`config.mk`:
```
export PLATFORM = sky130hd
export DESIGN_NAME = stream_pattern_detector_top
export DESIGN_NICKNAME = d
export VERILOG_FILES = /design/src/design/spd_pkg.sv /design/src/design/spd_cell.sv /design/src/design/stream_pattern_detector_top.sv
export SDC_FILE = /design/constraint.sdc
export NUM_CORES = 2
export LEC_CHECK = 0
export ABC_AREA = 0
export BUFFER_PORTS_ARGS = -buffer_cell sky130_fd_sc_hd__buf_4
export CORE_MARGIN = 8
export CORE_UTILIZATION = 56
export DETAILED_ROUTE_END_ITERATION = 8
export PLACE_DENSITY_LB_ADDON = 0.08
export RECOVER_POWER = 50
export SYNTH_ARGS = -nofsm -noshare
export SYNTH_HDL_FRONTEND = slang
export SYNTH_SLANG_ARGS = --single-unit
```
`constraint.sdc`:
```
create_clock -name clk -period 8.33 [get_ports clk]
set_clock_uncertainty 0.15 [all_clocks]
set_input_delay 0.833 -clock clk [delete_from_list [all_inputs] [get_ports clk]]
set_output_delay 0.833 -clock clk [all_outputs]
set_load 0.005 [all_outputs]
```
`src/design/spd_pkg.sv`:
```
// Shared types, constants and helpers for the stream pattern detector.
`timescale 1ns / 1ps

package spd_pkg;

  // Default table depth
  localparam int TableEntries = 16;

  // Field widths
  localparam int ProcW    = 22;
  localparam int MajorW   = 12;
  localparam int PartW    = 8;
  localparam int SectorW  = 48;
  localparam int SizeW    = 32;
  localparam int PatW     = 3;
  localparam int CountW   = 9;
  localparam int CredW    = 8;
  localparam int SecCntW  = SizeW - 9 + 1;  // size in sectors, rounded up

  localparam int InDataW  = 128;  // 122 bits of fields, padded to bytes
  localparam int OutDataW = 88;
  localparam int OutUserW = 4;

  // Confirmation count saturates here
  localparam logic [CountW-1:0] CountMax = 9'd256;

  // Pattern codes
  localparam logic [PatW-1:0] PatUnknown = 3'd0;
  localparam logic [PatW-1:0] PatSeqFwd  = 3'd1;
  localparam logic [PatW-1:0] PatSeqBwd  = 3'd2;
  localparam logic [PatW-1:0] PatStrFwd  = 3'd3;
  localparam logic [PatW-1:0] PatStrBwd  = 3'd4;

  // One stream entry as held in a cell
  typedef struct packed {
    logic [ProcW-1:0]   process_id;
    logic [MajorW-1:0]  device_major;
    logic [PartW-1:0]   device_partition;
    logic [PatW-1:0]    pattern;
    logic [CountW-1:0]  count;
    logic [SectorW-1:0] sector;
    logic [SizeW-1:0]   size;
  } entry_t;

  // Bytes to 512-byte sectors, rounded up
  function automatic logic [SecCntW-1:0] to_sectors(input logic [SizeW-1:0] bytes);
    logic [SecCntW-1:0] s;
    s = {1'b0, bytes[SizeW-1:9]};
    if (bytes[8:0] != 9'd0) begin
      s = s + 1'b1;
    end
    return s;
  endfunction

endpackage

```
`src/design/spd_cell.sv`:
```
// One table cell: holds a stream entry, matches the key, hands its entry down.
`timescale 1ns / 1ps

module spd_cell (
  input  logic                          clk,
  input  logic                          rst,
  input  logic                          shift,       // take the neighbour's entry
  input  logic                          prev_valid,
  input  spd_pkg::entry_t               prev_entry,
  input  logic [spd_pkg::ProcW-1:0]     key_process,
  input  logic [spd_pkg::MajorW-1:0]    key_major,
  input  logic [spd_pkg::PartW-1:0]     key_partition,
  output logic                          valid,
  output spd_pkg::entry_t               entry,
  output logic                          hit
);

  // Occupancy flag
  always_ff @(posedge clk) begin
    if (rst) begin
      valid <= 1'b0;
    end else if (shift) begin
      valid <= prev_valid;
    end
  end

  // Entry payload
  always_ff @(posedge clk) begin
    if (shift) begin
      entry <= prev_entry;
    end
  end

  // Key match
  assign hit = valid && (entry.process_id == key_process)
             && (entry.device_major == key_major)
             && (entry.device_partition == key_partition);

endmodule

```
`src/design/stream_pattern_detector_top.sv`:
```
// Top level: recency-ordered chain of stream cells with pattern classifier.
// Each item goes through a match state, then an update state that registers the result.
// The update state stalls while the result register holds a result not yet taken.
// A new item is taken in the update cycle whenever the result register is free.
// The cell chain is recency ordered; a hit or new entry moves to the front.
// Synchronous active-high reset empties the table and the result register.
`timescale 1ns / 1ps

module stream_pattern_detector_top #(
  parameter int TABLE_ENTRIES = spd_pkg::TableEntries
) (
  input  logic                          clk,
  input  logic                          rst,
  input  logic                          s_tvalid,
  output logic                          s_tready,
  // process_id, device_major, device_partition, start_sector, size_bytes, pad
  input  logic [spd_pkg::InDataW-1:0]   s_tdata,
  output logic                          m_tvalid,
  input  logic                          m_tready,
  // credibility, last_sector, last_size
  output logic [spd_pkg::OutDataW-1:0]  m_tdata,
  // pattern, details_valid
  output logic [spd_pkg::OutUserW-1:0]  m_tuser
);

  localparam logic [1:0] ST_IDLE   = 2'd0;
  localparam logic [1:0] ST_MATCH  = 2'd1;
  localparam logic [1:0] ST_UPDATE = 2'd2;

  logic [1:0] state;
  logic       accept;
  logic       can_out;
  logic       do_update;

  // Registered input item
  logic [spd_pkg::ProcW-1:0]   in_process;
  logic [spd_pkg::MajorW-1:0]  in_major;
  logic [spd_pkg::PartW-1:0]   in_partition;
  logic [spd_pkg::SectorW-1:0] in_sector;
  logic [spd_pkg::SizeW-1:0]   in_size;

  // Cell chain signals
  logic                  cell_valid [TABLE_ENTRIES];
  spd_pkg::entry_t       cell_entry [TABLE_ENTRIES];
  logic [TABLE_ENTRIES-1:0] cell_hit;
  logic [TABLE_ENTRIES-1:0] shift_en;

  // Match stage registers
  logic [TABLE_ENTRIES-1:0] hit_q;
  logic                     any_hit_q;
  spd_pkg::entry_t          sel_q;
  spd_pkg::entry_t          sel_next;

  // Update stage logic
  spd_pkg::entry_t              head_entry;
  logic [spd_pkg::PatW-1:0]     cls;
  logic [spd_pkg::PatW-1:0]     pat_new;
  logic [spd_pkg::CountW-1:0]   cnt_new;
  logic [spd_pkg::SecCntW-1:0]  pz;
  logic [spd_pkg::SecCntW-1:0]  cz;
  logic [spd_pkg::SectorW-1:0]  diff_f;
  logic [spd_pkg::SectorW-1:0]  diff_b;
  logic [spd_pkg::CountW-1:0]   cnt_dec;

  assign can_out   = !m_tvalid || m_tready;
  assign do_update = (state == ST_UPDATE) && can_out;
  assign s_tready  = (state == ST_IDLE) || do_update;
  assign accept    = s_tvalid && s_tready;

  // Sequencer
  always_ff @(posedge clk) begin
    if (rst) begin
      state <= ST_IDLE;
    end else begin
      unique case (state)
        ST_IDLE:   if (accept) state <= ST_MATCH;
        ST_MATCH:  state <= ST_UPDATE;
        ST_UPDATE: if (do_update) state <= accept ? ST_MATCH : ST_IDLE;
        default:   state <= ST_IDLE;
      endcase
    end
  end

  // Input capture
  always_ff @(posedge clk) begin
    if (accept) begin
      in_process   <= s_tdata[21:0];
      in_major     <= s_tdata[33:22];
      in_partition <= s_tdata[41:34];
      in_sector    <= s_tdata[89:42];
      in_size      <= s_tdata[121:90];
    end
  end

  // Cell chain, front at index 0
  for (genvar i = 0; i < TABLE_ENTRIES; i++) begin : g_cell
    logic            pv;
    spd_pkg::entry_t pe;
    if (i == 0) begin : g_head
      assign pv = 1'b1;
      assign pe = head_entry;
    end else begin : g_body
      assign pv = cell_valid[i-1];
      assign pe = cell_entry[i-1];
    end
    // shift cells up to and including the hit; all on a miss
    assign shift_en[i] = !any_hit_q || (|(hit_q >> i));

    spd_cell u_cell (
      .clk           (clk),
      .rst           (rst),
      .shift         (do_update && shift_en[i]),
      .prev_valid    (pv),
      .prev_entry    (pe),
      .key_process   (in_process),
      .key_major     (in_major),
      .key_partition (in_partition),
      .valid         (cell_valid[i]),
      .entry         (cell_entry[i]),
      .hit           (cell_hit[i])
    );
  end

  // Select the hit entry (keys are unique, so an OR of masked entries)
  always_comb begin
    sel_next = '0;
    for (int i = 0; i < TABLE_ENTRIES; i++) begin
      if (cell_hit[i]) begin
        sel_next = sel_next | cell_entry[i];
      end
    end
  end

  always_ff @(posedge clk) begin
    if (state == ST_MATCH) begin
      hit_q     <= cell_hit;
      any_hit_q <= |cell_hit;
      sel_q     <= sel_next;
    end
  end

  // Classify previous request against this one
  assign pz     = spd_pkg::to_sectors(sel_q.size);
  assign cz     = spd_pkg::to_sectors(in_size);
  assign diff_f = in_sector - sel_q.sector;
  assign diff_b = sel_q.sector - in_sector;

  always_comb begin
    priority if (sel_q.sector < in_sector) begin
      priority if (diff_f <= {{(spd_pkg::SectorW-spd_pkg::SecCntW){1'b0}}, pz}) begin
        cls = spd_pkg::PatSeqFwd;
      end else if (pz == cz) begin
        cls = spd_pkg::PatStrFwd;
      end else begin
        cls = spd_pkg::PatUnknown;
      end
    end else if (sel_q.sector > in_sector) begin
      priority if (diff_b <= {{(spd_pkg::SectorW-spd_pkg::SecCntW){1'b0}}, cz}) begin
        cls = spd_pkg::PatSeqBwd;
      end else if (pz == cz) begin
        cls = spd_pkg::PatStrBwd;
      end else begin
        cls = spd_pkg::PatUnknown;
      end
    end else begin
      cls = spd_pkg::PatUnknown;
    end
  end

  // Run tracking
  always_comb begin
    priority if (!any_hit_q || sel_q.count == '0) begin
      pat_new = spd_pkg::PatUnknown;
    end else if (sel_q.count == spd_pkg::CountW'(1)) begin
      pat_new = cls;
    end else if (cls != sel_q.pattern) begin
      pat_new = spd_pkg::PatUnknown;
    end else begin
      pat_new = sel_q.pattern;
    end

    priority if (pat_new == spd_pkg::PatUnknown) begin
      cnt_new = spd_pkg::CountW'(1);
    end else if (sel_q.count < spd_pkg::CountMax) begin
      cnt_new = sel_q.count + 1'b1;
    end else begin
      cnt_new = sel_q.count;
    end
    cnt_dec = cnt_new - 1'b1;

    head_entry.process_id       = in_process;
    head_entry.device_major     = in_major;
    head_entry.device_partition = in_partition;
    head_entry.pattern          = pat_new;
    head_entry.count            = cnt_new;
    head_entry.sector           = in_sector;
    head_entry.size             = in_size;
  end

  // Result register
  always_ff @(posedge clk) begin
    if (rst) begin
      m_tvalid <= 1'b0;
    end else if (do_update) begin
      m_tvalid <= 1'b1;
    end else if (m_tready) begin
      m_tvalid <= 1'b0;
    end
  end

  always_ff @(posedge clk) begin
    if (do_update) begin
      if (pat_new != spd_pkg::PatUnknown) begin
        m_tuser <= {1'b1, pat_new};
        m_tdata <= {in_size, in_sector, cnt_dec[spd_pkg::CredW-1:0]};
      end else begin
        m_tuser <= {1'b0, spd_pkg::PatUnknown};
        m_tdata <= '0;
      end
    end
  end

endmodule

```
Word-level counts from Yosys, hierarchy flattened --
Cells that the tools add are included.
Word-level totals: register bits after elaboration 2486, input bits 132, output and inout bits 94, word-level logic and storage cells 372
Cells by class: $add $sub $neg 6, magnitude comparators 5, equality and inequality tests 55, mux-type cells 36, bitwise gates (word level) 15, reductions and logical operators 111
Operator list (number):
- $mux 92 | 16
- $or 92x92->92 | 15
- $eq 22x22->1 | 16
- $eq 12x12->1 | 16
- $eq 8x8->1 | 16
- $le 48x24->1 | 2
- $sub 48x48->48 | 2
- $logic_and 1x1->1 | 66
- $add 23x1->24 const B | 2
- $gt 48x48->1 | 1
- $lt 48x48->1 | 1
- $mux 24 | 2
- $reduce_or 16->1 | 2
- $eq 24x24->1 | 1
- $mux 3 | 7
- $logic_or 1x1->1 | 19
- $mux 9 | 2
- $reduce_bool 9->1 | 2
- $reduce_or 15->1 | 1
- $reduce_or 14->1 | 1
- $reduce_or 13->1 | 1
- $reduce_or 12->1 | 1
- $reduce_or 11->1 | 1
- $reduce_or 10->1 | 1
- 27 further kinds | 34

Depth between registers and ports, before layout --
word-level depth 35, gate-level depth with buffers 29, mapped depth without buffers 27

By module --
Synthesis repeated with hierarchy kept, for this count alone.
Unflattened totals: cells, all modules 6039, area total of the unflattened synthesis 100164.8 µm²
Modules (own cells, without submodules):
- spd_cell | times used 16, cells an instance 194, area an instance 4521.8 µm², sequential area each 4043.9 µm²
- stream_pattern_detector_top | times used 1, cells an instance 2935, area an instance 27815.4 µm², sequential area each 9759.4 µm²

Worst setup path after synthesis --
No wires, ideal clock.
path type reg2reg, start point register any_hit_q, end point register g_cell[1].u_cell.valid, library setup time 0.128 ns, arrival 7.599 ns, data required time 8.052 ns, setup slack 0.453 ns, stages on the path, launching flop included 14, path buffers 0, period minus slack after synthesis 7.877 ns, cell sequence edfxtp_1 > nand2b_1 > or3_1 > or3_1 > nor3_1 > nand2b_1 > nor4_1 > nor2b_1 > nor2b_1 > nand2b_1 > nor2_1 > nor2_1 > mux2i_1 > nor2_1
Between the ends: word-level cells in the longest chain between the ends 3
RTL lines:
- start: declaration | RTL line stream_pattern_detector_top.sv:50 | logic any_hit_q;
- start signal: assignment | RTL line stream_pattern_detector_top.sv:137 | any_hit_q <= |cell_hit;
- $logic_not 1->1 | RTL line stream_pattern_detector_top.sv:107 | assign shift_en[i] = !any_hit_q || (|(hit_q >> i));
- $logic_or 1x1->1 | RTL line stream_pattern_detector_top.sv:107
- $logic_and 1x1->1 | RTL line stream_pattern_detector_top.sv:112 | .shift (do_update && shift_en[i]),
- named net g_cell[1].u_cell.shift | RTL line spd_cell.sv:7 | input logic shift,
- end signal: assignment | RTL line spd_cell.sv:23 | valid <= prev_valid;
- end: declaration | RTL line spd_cell.sv:13 | output logic valid,
The timed path passes the listed nets, and every way through them passes these cells. A chain may end at the register's enable or synchronous reset.

Worst setup path after layout --
start point register in_sector[10] in the netlist's numbering, end point register m_tdata[6] in the netlist's numbering (data pin)
Between the ends: word-level cells in the longest chain between the ends 12, elaborated cells on any way between the ends 18, those cells by class 3 x add/sub; 4 x order compare; 1 x eq/ne; 8 x mux; 2 x reduce/logical
RTL lines:
- start: declaration | RTL line stream_pattern_detector_top.sv:39 | logic [spd_pkg::SectorW-1:0] in_sector;
- start signal: assignment | RTL line stream_pattern_detector_top.sv:90 | in_sector <= s_tdata[89:42];
- $sub 48x48->48 | RTL line stream_pattern_detector_top.sv:146 | assign diff_b = sel_q.sector - in_sector;
- $le 48x24->1 | RTL line stream_pattern_detector_top.sv:158 | priority if (diff_b <= {{(spd_pkg::SectorW-spd_pkg::SecCntW){1'b0}}, cz}) begin
- $mux 3 | RTL line stream_pattern_detector_top.sv:158
- $mux 3 | RTL line stream_pattern_detector_top.sv:157 | end else if (sel_q.sector > in_sector) begin
- $mux 3 * | RTL line stream_pattern_detector_top.sv:149 | priority if (sel_q.sector < in_sector) begin
- $ne 3x3->1 | RTL line stream_pattern_detector_top.sv:176 | end else if (cls != sel_q.pattern) begin
- $mux 3 | RTL line stream_pattern_detector_top.sv:176
- $mux 3 * | RTL line stream_pattern_detector_top.sv:174 | end else if (sel_q.count == spd_pkg::CountW'(1)) begin
- $mux 3 * | RTL line stream_pattern_detector_top.sv:172 | priority if (!any_hit_q || sel_q.count == '0) begin
- $logic_not 3->1 | RTL line stream_pattern_detector_top.sv:182 | priority if (pat_new == spd_pkg::PatUnknown) begin
- $mux 9 | RTL line stream_pattern_detector_top.sv:182
- $sub 8x1->8 | RTL line stream_pattern_detector_top.sv:189 | cnt_dec = cnt_new - 1'b1;
- end signal: assignment | RTL line stream_pattern_detector_top.sv:215 | m_tdata <= {in_size, in_sector, cnt_dec[spd_pkg::CredW-1:0]};
- end: declaration | RTL line stream_pattern_detector_top.sv:21 | output logic [spd_pkg::OutDataW-1:0] m_tdata,
Every way passes the cells marked *; elsewhere a longest branch is shown, timed or not.

==> impl_metrics.env <==
export IMPL_synthArstFlopShare_pct=0
export IMPL_end_kind="register"
export IMPL_grt_max_degree=136
export IMPL_avgSynthCellArea_um2=16.2
export IMPL_tightest_slew_ps=4110
export IMPL_worstHoldStart="m_tready"
export IMPL_ys_flop_type="edfxtp_1"
export IMPL_vias_per_cell=6.69
export IMPL_start_kind="register"
export IMPL_drtAntennaViolNets=0
export IMPL_finalSetupTns_ps=0
export IMPL_finalSetupViolations=0
export IMPL_yosysTopAreaCellShare_pct=73.6
export IMPL_dp_hpwl_um=198000
export IMPL_synth_most_common_cell="edfxtp_1"
export IMPL_p_int_mw=20.5
export IMPL_cts_buffers=238
export IMPL_drt_iter0_drc=8344
export IMPL_pwr_share_clk_pct=40.5
export IMPL_rsz0062_at_grt="false"
export IMPL_cts_tree="built"
export IMPL_period_share_pct=93.1
export IMPL_cts_setup_buffers=0
export IMPL_cpMostUsedCell="nand4_1"
export IMPL_drv_slew=1038
export IMPL_reg2reg_from="in_sector[10]$_DFFE_PP_"
export IMPL_antenna_found_initial=9
export IMPL_totalWireLength_um=319000
export IMPL_routabilityCongestion=0.993
export IMPL_syn_to_final_growth_pct=13.2
export IMPL_vdd_ir_drop_max_v=0.000199
export IMPL_rows=155
export IMPL_clk_pin_slew_worst_paths_ps=70
export IMPL_start_util_pct=56.4
export IMPL_p_total_mw=26.5
export IMPL_crit_path_max_fanout=13
export IMPL_nNetsFinal=6887
export IMPL_powerDensity_mw_per_mm2=233
export IMPL_grt_pass1_vias=60700
export IMPL_cts_buffer_depth=3
export IMPL_track_usage_pct=32.3
export IMPL_max_freq_mhz=129
export IMPL_die_y_um=440
export IMPL_p_sw_mw=6.02
export IMPL_io_pins=226
export IMPL_crit_required_ps=8790
export IMPL_path_class="register to register"
export IMPL_register_area_mm2=0.0745
export IMPL_slowest_delay_ps=760
export IMPL_hold_class="input port to register"
export IMPL_first_pass_iters=8
export IMPL_drc=0
export IMPL_multi_input_area_mm2=0.0245
export IMPL_reg2reg_setup_slack_ps=570
export IMPL_whs_path_depth=3
export IMPL_synth_seq_cells=2486
export IMPL_cpMaxStageDelayCell="a2111oi_1"
export IMPL_die_width_um=440
export IMPL_synth_edf_count=2467
export IMPL_hold_viol_final=0
export IMPL_maxCapViolations=46
export IMPL_drive_gt1_share_pct=9.88
export IMPL_cts_resized=0
export IMPL_ys_top_cells_by_area="edfxtp_1 74%, xnor2_1 4.7%, xor2_1 2.2%"
export IMPL_coreArea_mm2=0.178
export IMPL_clock_sinks=2486
export IMPL_grt_pass1_wl_um=449000
export IMPL_avgRoutedWirePerCell_um=34.8
export IMPL_syn_area_mm2=0.101
export IMPL_holdWs_ps=138
export IMPL_stdcell_count=9172
export IMPL_seq_power_share_pct=53.8
export IMPL_pwr_share_comb_pct=5.7
export IMPL_reg2reg_depth=26
export IMPL_slew_headroom_pct=-174
export IMPL_numPortBuffers=219
export IMPL_ys_seq_area_share_pct=74.0
export IMPL_p_leak_nw=36.4
export IMPL_num_fill_cells=12900
export IMPL_h_tree_depth=4
export IMPL_r2r_end="m_tdata[6]$_SDFFCE_PN0P_"
export IMPL_hold_end="m_tvalid$_SDFFE_PP0P_"
export IMPL_crit_arrival_ps=8220
export IMPL_violations="capacitance limit, slew limit"
export IMPL_syn_num_nets=6509
export IMPL_routed_via_count=61400
export IMPL_p_sw_share_pct=22.7
export IMPL_synth_common_cells="2467 x edfxtp_1, 535 x xnor2_1, 292 x nand4_1"
export IMPL_synth_top_cell_by_area="edfxtp_1"
export IMPL_status="finished, violations left"
export IMPL_cts_root_buf="clkbuf_16"
export IMPL_dp_cells=8605
export IMPL_dieArea_mm2=0.193
export IMPL_fin_crit_ps=7760
export IMPL_ys_types=86
export IMPL_grt_overflow_total=0
export IMPL_synthCells=6226
export IMPL_yosysWarnings=0
export IMPL_clock_latency_ps=900
per-layer routing:
layer / track usage, % / up-vias / share of wire [%]
li1: - / 25600 / -
met1: 47.2 / 31100 / 41
met2: 48.9 / 4014 / 45
met3: 6.16 / 613 / 10
met4: 11.7 / 4 / 4.3
met5: 0 / - / 0.011
registers in the layout, indices dropped and copies added (netlist names), 2 cells and up:
signal	count
in_sector	48
g_cell.u_cell.entry	2144
state	2
in_major	12
g_cell.u_cell.valid	16
hit_q	16
in_process	22
in_partition	8
in_size	32
m_tuser	4
sel_q	92
m_tdata	88
worst max path at each step:
stage                                        from                                   to  cells after the start
after floorplan               any_hit_q$_DFFE_PN_  g_cell[1].u_cell.valid$_SDFFE_PP0P_                     13
after global placement    in_sector[10]$_DFFE_PP_             m_tdata[6]$_SDFFCE_PN0P_                     26
after detailed placement  in_sector[10]$_DFFE_PP_             m_tdata[6]$_SDFFCE_PN0P_                     26
after CTS                 in_sector[10]$_DFFE_PP_             m_tdata[6]$_SDFFCE_PN0P_                     26
after global routing      in_sector[10]$_DFFE_PP_             m_tdata[6]$_SDFFCE_PN0P_                     23
final                     in_sector[10]$_DFFE_PP_             m_tdata[6]$_SDFFCE_PN0P_                     26
area by class of cell:
type / instances / share of cell area (%)
Antenna cell: 2 / 0.00439
Clock buffer: 279 / 5.38
Clock inverter: 172 / 1.39
Inverter: 144 / 0.476
Multi-Input combinational cell: 3276 / 21.5
Sequential cell: 2486 / 65.4
Tap cell: 2355 / 2.59
Timing Repair Buffer: 458 / 3.27
worst max-delay path, delay by kind of cell (launching register included):
family / cells / cell delay [ps]
DFF: 1 / 450
xor gates and xnor gates: 2 / 340
adders and majority gates: 3 / 1390
and+or+nand+nor: 9 / 1980
AOI/OAI and AO/OA: 9 / 2470
buffers and inverters: 3 / 700
cell usage in the layout, fill, tap and decap left out, types with 109 or more instances in the layout:
cell type,count
a21oi_1,242
a221oi_1,230
a22o_1,202
a22oi_1,230
clkbuf_1,135
clkbuf_16,239
clkbuf_4,155
dlygate4sd3_1,114
edfxtp_1,2467
ha_1,149
inv_1,143
nand2_1,167
nand4_1,292
nor2_1,116
o21ai_0,109
xnor2_1,535
xor2_1,248
per-stage QoR:
stage          setup WS (ps)  area, um2  util, %
2_1_floorplan            453     101000        -
3_3_place_gp             780     105000     59.1
3_5_place_dp             680     105000     59.1
4_1_cts                  625     114000     64.1
5_1_grt                  240     114000     63.8
6_report                 572     114000     63.8
cell families (layout without fill, tap and decap cells):
| family | after synthesis | after routing | synth area share (%) |
|---|---|---|---|
| simple gates | 989 | 989 | 5.36 |
| compound gates | 1331 | 1331 | 9.85 |
| mux | 21 | 21 | 0.214 |
| flops | 2486 | 2486 | 74.0 |
| other cells | 0 | 2 | 0 |
| xor+xnor | 784 | 784 | 6.83 |
| fa+ha+maj | 151 | 151 | 1.89 |
| buf+inv | 464 | 1053 | 1.84 |
power groups by stage:
stage	clock [mW]	sequential (mW)	combinational, mW
final	10.8	14.3	1.51
after global routing	11.3	14.3	1.59
after CTS	10.8	14.3	1.50
after detailed placement	0	14.5	1.45
after global placement	0	14.5	1.45
after floorplan	0	14.5	0.841
repair_timing:
| action | 4_1_cts | 5_1_grt |
|---|---|---|
| hold endpoints to repair | 114 | 0 |
| hold buffers | 114 | 0 |
| setup endpoints to repair | 0 | 0 |
Power figures use the tool's default switching activity.
